[config.mk]
export PLATFORM = sky130hd
export DESIGN_NAME = multistep_attack_tracker_top
export DESIGN_NICKNAME = d
export VERILOG_FILES = /design/src/rtl/mat_pkg.sv /design/src/rtl/mat_cell.sv /design/src/rtl/multistep_attack_tracker_top.sv
export SDC_FILE = /design/constraint.sdc
export NUM_CORES = 2
export LEC_CHECK = 0
export ABC_CLOCK_PERIOD_IN_PS = 19100
export BUFFER_PORTS_ARGS = -buffer_cell sky130_fd_sc_hd__buf_2
export CAP_MARGIN = 20
export CORE_MARGIN = 1.5
export CORE_UTILIZATION = 60
export DETAILED_ROUTE_END_ITERATION = 6
export PLACE_DENSITY = 0.81
export SETUP_SLACK_MARGIN = 0.05
export SLEW_MARGIN = 20
export SYNTH_ARGS = -nofsm -noshare
export SYNTH_HDL_FRONTEND = slang
export SYNTH_SLANG_ARGS = --single-unit
[constraint.sdc]
create_clock -name i_clk -period 19.1 [get_ports i_clk]
set_input_delay 1.91 -clock i_clk [delete_from_list [all_inputs] [get_ports i_clk]]
set_output_delay 1.91 -clock i_clk [all_outputs]
set_load 0.01 [all_outputs]
[src/rtl/mat_pkg.sv]
package mat_pkg;

    localparam int TABLE_ENTRIES = 16;
    localparam int IDX_W = (TABLE_ENTRIES > 1) ? $clog2(TABLE_ENTRIES) : 1;

    localparam logic [31:0] EXPIRY_RESET = 32'd300;

    localparam logic [1:0] STAGE_NONE = 2'd0;
    localparam logic [1:0] STAGE_1    = 2'd1;
    localparam logic [1:0] STAGE_2    = 2'd2;
    localparam logic [1:0] STAGE_3    = 2'd3;

    typedef enum logic [1:0] {
        KIND_SSH   = 2'd0,
        KIND_HTTP  = 2'd1,
        KIND_FTP   = 2'd2,
        KIND_OTHER = 2'd3
    } t_kind;

    typedef enum logic [2:0] {
        ST_UNCHANGED = 3'd0,
        ST_ADDED     = 3'd1,
        ST_FULL      = 3'd2,
        ST_TO2       = 3'd3,
        ST_TO3       = 3'd4,
        ST_ATTACK    = 3'd5,
        ST_BADKIND   = 3'd6,
        ST_INVALID   = 3'd7
    } t_status;

    typedef struct packed {
        logic             valid;
        logic             act;
        t_kind            kind;
        logic [31:0]      ip;
        logic [31:0]      now;
        logic             hit;
        logic             live;
        logic             free_found;
        logic [IDX_W-1:0] free_idx;
        t_status          status;
        logic [1:0]       stage;
    } t_tok;

    typedef struct packed {
        logic             en;
        logic [IDX_W-1:0] idx;
        logic [31:0]      ip;
        logic [31:0]      now;
    } t_wr;

endpackage

[src/rtl/mat_cell.sv]
module mat_cell import mat_pkg::*; (
    input  logic             i_clk,
    input  logic             i_rst_n,
    input  logic [IDX_W-1:0] i_idx,
    input  logic [31:0]      i_expiry,
    input  t_tok             i_tok,
    input  t_wr              i_wr,
    output t_tok             o_tok
);

    logic        r_used;
    logic [31:0] r_ip;
    logic [1:0]  r_stage;
    logic [31:0] r_time;
    logic        r_tok_vld;
    t_tok        r_tok;

    logic        n_used;
    logic [31:0] n_ip;
    logic [1:0]  n_stage;
    logic [31:0] n_time;
    t_tok        n_tok;

    logic        scan;
    logic        match;
    logic [31:0] age;
    logic        expired;
    logic        wr_here;

    always_comb begin
        scan    = i_tok.valid && i_tok.act && !i_tok.hit;
        match   = scan && r_used && (r_ip == i_tok.ip);
        age     = i_tok.now - r_time;
        expired = age > i_expiry;
        wr_here = i_wr.en && (i_wr.idx == i_idx);

        n_tok   = i_tok;
        n_used  = r_used;
        n_ip    = r_ip;
        n_stage = r_stage;
        n_time  = r_time;

        if (match) begin
            n_tok.hit = 1'b1;
            if (expired) begin
                n_used = 1'b0;
            end else begin
                n_tok.live  = 1'b1;
                n_tok.stage = r_stage;
                case (i_tok.kind)
                    KIND_HTTP: begin
                        if (r_stage == STAGE_1) begin
                            n_stage      = STAGE_2;
                            n_tok.stage  = STAGE_2;
                            n_tok.status = ST_TO2;
                        end
                    end
                    KIND_FTP: begin
                        if (r_stage == STAGE_2) begin
                            n_stage      = STAGE_3;
                            n_tok.stage  = STAGE_3;
                            n_tok.status = ST_TO3;
                        end else if (r_stage == STAGE_3) begin
                            n_tok.status = ST_ATTACK;
                        end
                    end
                    default: begin
                    end
                endcase
            end
        end

        if (i_tok.valid && !i_tok.free_found && (!r_used || (match && expired))) begin
            n_tok.free_found = 1'b1;
            n_tok.free_idx   = i_idx;
        end

        if (wr_here) begin
            n_used  = 1'b1;
            n_ip    = i_wr.ip;
            n_stage = STAGE_1;
            n_time  = i_wr.now;
        end
    end

    always_ff @(posedge i_clk) begin
        if (!i_rst_n) begin
            r_used    <= 1'b0;
            r_tok_vld <= 1'b0;
        end else begin
            r_used    <= n_used;
            r_tok_vld <= i_tok.valid;
        end
    end

    always_ff @(posedge i_clk) begin
        r_ip    <= n_ip;
        r_stage <= n_stage;
        r_time  <= n_time;
        r_tok   <= n_tok;
    end

    always_comb begin
        o_tok       = r_tok;
        o_tok.valid = r_tok_vld;
    end

endmodule

[src/rtl/multistep_attack_tracker_top.sv]
// the request is registered in the head register, then the token walks the
// 16-cell chain one cell per cycle, and the result is registered after the last
// cell; a new item is accepted only once busy has fallen, so items do not overlap
// busy stays high until the result is registered; the receiver cannot stall
// reset (synchronous, active low) empties the table and loads expiry with 300
module multistep_attack_tracker_top import mat_pkg::*; (
    input  logic        i_clk,
    input  logic        i_rst_n,
    input  logic        start,
    output logic        busy,
    input  logic [1:0]  i_kind,
    input  logic        i_valid_req,
    input  logic [31:0] i_ip,
    input  logic [31:0] i_now_sec,
    input  logic        i_cfg_we,
    input  logic [31:0] i_cfg_wdata,
    output logic        o_strobe,
    output logic [2:0]  o_status,
    output logic [1:0]  o_stage
);

    logic        r_busy;
    logic        r_head_vld;
    t_tok        r_head;
    logic [31:0] r_expiry;
    logic        r_strobe;
    t_status     r_status;
    logic [1:0]  r_stage;

    t_tok        n_head;
    t_status     n_status;
    logic [1:0]  n_stage;
    t_wr         w_wr;
    logic        accept;

    t_tok        w_tok [0:TABLE_ENTRIES];
    t_tok        w_tail;

    assign accept = start && !r_busy;

    always_comb begin
        w_tok[0]       = r_head;
        w_tok[0].valid = r_head_vld;
    end

    for (genvar k = 0; k < TABLE_ENTRIES; k++) begin : g_cell
        mat_cell u_cell (
            .i_clk    (i_clk),
            .i_rst_n  (i_rst_n),
            .i_idx    (IDX_W'(k)),
            .i_expiry (r_expiry),
            .i_tok    (w_tok[k]),
            .i_wr     (w_wr),
            .o_tok    (w_tok[k+1])
        );
    end

    assign w_tail = w_tok[TABLE_ENTRIES];

    always_comb begin
        n_head            = '0;
        n_head.valid      = 1'b1;
        n_head.kind       = t_kind'(i_kind);
        n_head.ip         = i_ip;
        n_head.now        = i_now_sec;
        n_head.stage      = STAGE_NONE;
        if (!i_valid_req) begin
            n_head.status = ST_INVALID;
        end else if (t_kind'(i_kind) == KIND_OTHER) begin
            n_head.status = ST_BADKIND;
        end else begin
            n_head.status = ST_UNCHANGED;
            n_head.act    = 1'b1;
        end
    end

    // commit at the end of the chain, insert goes back to the chosen cell
    always_comb begin
        n_status = w_tail.status;
        n_stage  = w_tail.stage;
        w_wr.en  = 1'b0;
        w_wr.idx = w_tail.free_idx;
        w_wr.ip  = w_tail.ip;
        w_wr.now = w_tail.now;
        if (w_tail.act && (w_tail.kind == KIND_SSH) && !w_tail.live) begin
            if (w_tail.free_found) begin
                w_wr.en  = w_tail.valid;
                n_status = ST_ADDED;
                n_stage  = STAGE_1;
            end else begin
                n_status = ST_FULL;
                n_stage  = STAGE_NONE;
            end
        end
    end

    always_ff @(posedge i_clk) begin
        if (!i_rst_n) begin
            r_busy     <= 1'b0;
            r_head_vld <= 1'b0;
            r_strobe   <= 1'b0;
            r_expiry   <= EXPIRY_RESET;
        end else begin
            r_head_vld <= accept;
            r_strobe   <= w_tail.valid;
            if (accept) begin
                r_busy <= 1'b1;
            end else if (w_tail.valid) begin
                r_busy <= 1'b0;
            end
            if (i_cfg_we) begin
                r_expiry <= i_cfg_wdata;
            end
        end
    end

    always_ff @(posedge i_clk) begin
        if (accept) begin
            r_head <= n_head;
        end
        if (w_tail.valid) begin
            r_status <= n_status;
            r_stage  <= n_stage;
        end
    end

    assign busy     = r_busy;
    assign o_strobe = r_strobe;
    assign o_status = r_status;
    assign o_stage  = r_stage;

`ifndef SYNTHESIS
    a_accept_busy: assert property (@(posedge i_clk) disable iff (!i_rst_n)
        accept |=> r_busy)
        else $error("busy not raised after transfer");

    a_tail_strobe: assert property (@(posedge i_clk) disable iff (!i_rst_n)
        w_tail.valid |=> o_strobe)
        else $error("chain tail gave no result");

    a_strobe_idle: assert property (@(posedge i_clk) disable iff (!i_rst_n)
        o_strobe |-> !r_busy && !r_head_vld)
        else $error("result while item still in flight");

    a_added_stage: assert property (@(posedge i_clk) disable iff (!i_rst_n)
        (o_strobe && (o_status == ST_ADDED)) |-> (o_stage == STAGE_1))
        else $error("added record not at stage 1");

    a_attack_stage: assert property (@(posedge i_clk) disable iff (!i_rst_n)
        (o_strobe && (o_status == ST_ATTACK)) |-> (o_stage == STAGE_3))
        else $error("attack reported off stage 3");
`endif

endmodule
==> summary.txt <==
Drt
  • Detailed Routing Iterations Pass 1: 6
  • Per-cell routed wire length: 23.4 um
  • Vias: 73876
  • Drt drc: 0
  • Starting DRT DRC Count: 5254
  • Routed WL: 287000 um
  • Avg Vias per Cell: 6.01
  • Final ANT Viol Nets: 0

STA
  • Pins Over Slew Limit: 0
  • Slew Limit Headroom: 0.180
  • Final count of negative-setup-slack endpoints: 0
  • Hold Vio Cnt, Final: 0
  • Clock Skew: 105 ps
  • RSZ-0062 raised after global routing: no
  • Final worst-path cycle share: 0.391
  • Final min period: 7470 ps
  • Worst slew pin tran: 1230 ps
  • Achievable frequency: 134 MHz
  • Setup_tns: 0 ps

Finish
  • Fillers: 12620
  • Final instance count without filler cells: 12283
  • Share of cells above drive strength 1: 0.0720
  • Area Growth Syn to Fin: 11.2%
  • Layout Nets: 10856

GRT
  • Total track usage: 0.308
  • Initial antenna violation count: 4
  • Global-route wire length before repair: 434000 um
  • Largest net degree at the start of global routing: 68
  • Overflow after GRT: 0
  • Number of global-route vias before repair: 76603

Synthesis
  • Mapped Cells: 9345
  • Library cells used by synthesis: 102
  • Synth Area in Adders: 0.122
  • Count leader, synth: dfxtp_1
  • Synth Area in Simple Gates: 0.0987
  • Yosys reg bits: 2445
  • Post-synthesis mux area share: 0.00488
  • Top cells by count, synth: dfxtp_1 (1347), edfxtp_1 (1098), ha_1 (1040)
  • Async SR Flop Fraction: 0
  • Syn_nets: 10504
  • Compound-Gate Fraction of Synth Area: 0.118
  • Main synth FF type: dfxtp_1
  • Post-Synth XOR/XNOR Area: 0.0767
  • Largest family of logic cells by synthesized area: adder cells
  • Yosys warnings: 0
  • Top post-synthesis cells by area: edfxtp_1 (30%), dfxtp_1 (25%), ha_1 (12%)
  • EDFF count, synth: 1098
  • Post-synth top area cell: edfxtp_1
  • Post-synth top area share: 0.302
  • Synth Area per Inst: 11.7 um^2
  • Netlist Area Pre-Place: 109000 um^2
  • Post-synthesis sequential area ratio: 0.550

Die
  • Core ar.: 181000 um^2
  • Floorplan row count: 156
  • Die Height: 429 um
  • I/O pins: 110
  • Die ar.: 184000 um^2
  • Die Wd: 429 um
  • Initial Util: 0.604

CTS
  • CTS Buf Count: 234
  • Max Buffers Root-to-Sink: 3
  • Clk pin slew, worst setup/hold paths: 60 ps
  • TritonCTS clock tree: yes
  • H-tree depth: 4
  • Later-pin clock latency in the skew report: 930 ps
  • Post-CTS setup buffers: 0
  • Post-CTS Resized: 0
  • Hold-fix buffers, CTS: 0
  • CTS root buf: clkbuf_16
  • Num Clock Sinks: 2445

Power and ir drop
  • Worst VDD drop: 136 uV
  • Leak Pwr: 50.8 nW
  • Power per Cell Area: 97.2 nW/um^2

Min path
  • Class of the worst hold path: reg2reg
  • Worst hold path startpoint: g_cell[8].u_cell.o_tok[36]
  • Hold Path Stages: 0
  • Worst Hold End: g_cell[9].u_cell.o_tok[36]

Worst setup path
  • Critical path launch point type: flop
  • Worst-case reg-to-reg path depth: 25
  • Reg2reg setup slack: 11630 ps
  • Crit end category: flop
  • Critical path class: reg2reg
  • Crit Reg-Reg Startpoint: g_cell[7].u_cell.o_tok[12]
  • CP max FO: 4
  • CP required: 19860 ps
  • Reg2reg end: g_cell[8].u_cell.o_tok[4]
  • Crit path DAT: 8230 ps

Placed design
  • Placer Congestion: 0.973
  • Post-Place Cells: 11830
  • Buffers on Ports: 109
  • Hpwl dp: 215000 um

Status
  • Status: completed

Job
  • Max Cap Viol: 0
[layer usage]
layer | up-vias | track usage | wire length (um)
li1 | 34342 | - | -
met1 | 35968 | 0.334 | 104000
met2 | 2665 | 0.556 | 146000
met3 | 899 | 0.0424 | 15400
met4 | 2 | 0.212 | 21700
met5 | - | 0 | 18
[placed cells by master (no fill, tap or decap), types with 25 or more instances in the layout]
master     count
o21a_1       137
ha_1        1040
a31oi_1       38
dfxtp_1     1346
o21bai_1      84
and2_1        65
clkbuf_16    241
nor2_1       414
nand2_1      404
or4_1         25
a21o_1       459
buf_4         65
xor2_1       354
nand2b_1     122
xnor2_1      601
o211ai_1      26
nand3_1      197
clkbuf_8      36
a21boi_0      27
edfxtp_1    1098
buf_2        109
clkinv_2      46
nor3_1       112
a211oi_1      36
or2_2         43
nor2b_1      128
and3_1        61
nand4_1      192
clkbuf_1      49
a21oi_1      522
or3_1         35
inv_1        777
nor4_1        83
o21ai_0      322
mux2i_1       34
nand4b_1      29
o31ai_1       31
[layout make-up]
| cell class | instances | area [um^2] | area share |
|---|---|---|---|
| Clock buffer | 326 | 6710 | 0.0554 |
| Tap cell | 2370 | 2970 | 0.0245 |
| Sequential cell | 2445 | 59900 | 0.494 |
| Timing Repair Buffer | 175 | 1050 | 0.00869 |
| Antenna cell | 3 | 7.51 | 0.0000619 |
| Clock inverter | 123 | 1580 | 0.0130 |
| Multi-Input combinational cell | 6055 | 46000 | 0.380 |
| Inverter | 786 | 2950 | 0.0243 |
[through the flow]
stage	worst slack [ps]	util	total power, mW	area (um^2)	hold slack, ps
2_1_floorplan	13020	-	6.57	109000	331
3_3_place_gp	11510	0.625	6.92	113000	335
3_5_place_dp	11660	0.625	6.97	113000	335
4_1_cts	11720	0.671	11.8	121000	279
5_1_grt	11220	0.671	12.1	121000	294
6_report	11630	0.671	11.8	121000	279
[cell families (layout without fill, tap and decap cells)]
| kind of cell | Yosys count | count (layout) |
|---|---|---|
| other | 0 | 3 |
| XOR/XNOR | 955 | 955 |
| AND/OR/NAND/NOR | 2045 | 2045 |
| flip-flops | 2445 | 2445 |
| AO/OA/AOI/OAI | 1948 | 1948 |
| multiplexers | 51 | 51 |
| adder cells (fa/ha/maj) | 1056 | 1056 |
| buffers and inverters | 845 | 1410 |
[worst max-delay path, stage by stage, from the launching register on]
cell	delay [ps]
dfxtp_1	340
inv_1	50
ha_1	200
inv_1	70
fa_1	190
a21o_1	130
a21oi_1	120
o21ai_1	280
nor4b_1	600
o31ai_1	240
a2111oi_2	790
o21ai_0	250
nand2_1	200
a221o_1	180
xnor2_1	60
ha_1	290
nand3_1	80
or3_1	470
nor4_1	710
nand4_1	400
nor2b_1	250
a22oi_1	660
and2_1	280
nand3_1	100
nor3_1	270
o221ai_1	170
[power by group]
part           total [mW]  internal, mW  switching, mW
sequential           5.78          5.61          0.170
clock                4.89          2.80           2.09
combinational        1.11         0.465          0.643
[flip-flops by register name, summed over array words and instances, names as in the netlist]
register                 count
g_cell.u_cell.o_tok       1248
o_stage                      2
r_expiry                    32
g_cell.u_cell.r_time       512
g_cell.u_cell.r_tok_vld     16
g_cell.u_cell.r_ip         512
g_cell.u_cell.r_used        16
busy                         1
o_strobe                     1
r_head_vld                   1
o_status                     3
g_cell.u_cell.r_stage       32
r_head                      69
[how the worst max path moves through the flow]
stage | from | endpoint | cells past startpoint
detailed placement | g_cell[7].u_cell.o_tok[12] | g_cell[8].u_cell.o_tok[4] | 25
floorplan | g_cell[15].u_cell.o_tok[77] | g_cell[2].u_cell.r_ip[0] | 4
finish | g_cell[7].u_cell.o_tok[12] | g_cell[8].u_cell.o_tok[4] | 25
CTS | g_cell[7].u_cell.o_tok[12] | g_cell[8].u_cell.o_tok[4] | 25
global placement | g_cell[12].u_cell.o_tok[12] | g_cell[13].u_cell.o_tok[6] | 23
global route | g_cell[7].u_cell.o_tok[12] | g_cell[8].u_cell.o_tok[4] | 25
(Power assumes the default switching activity.)
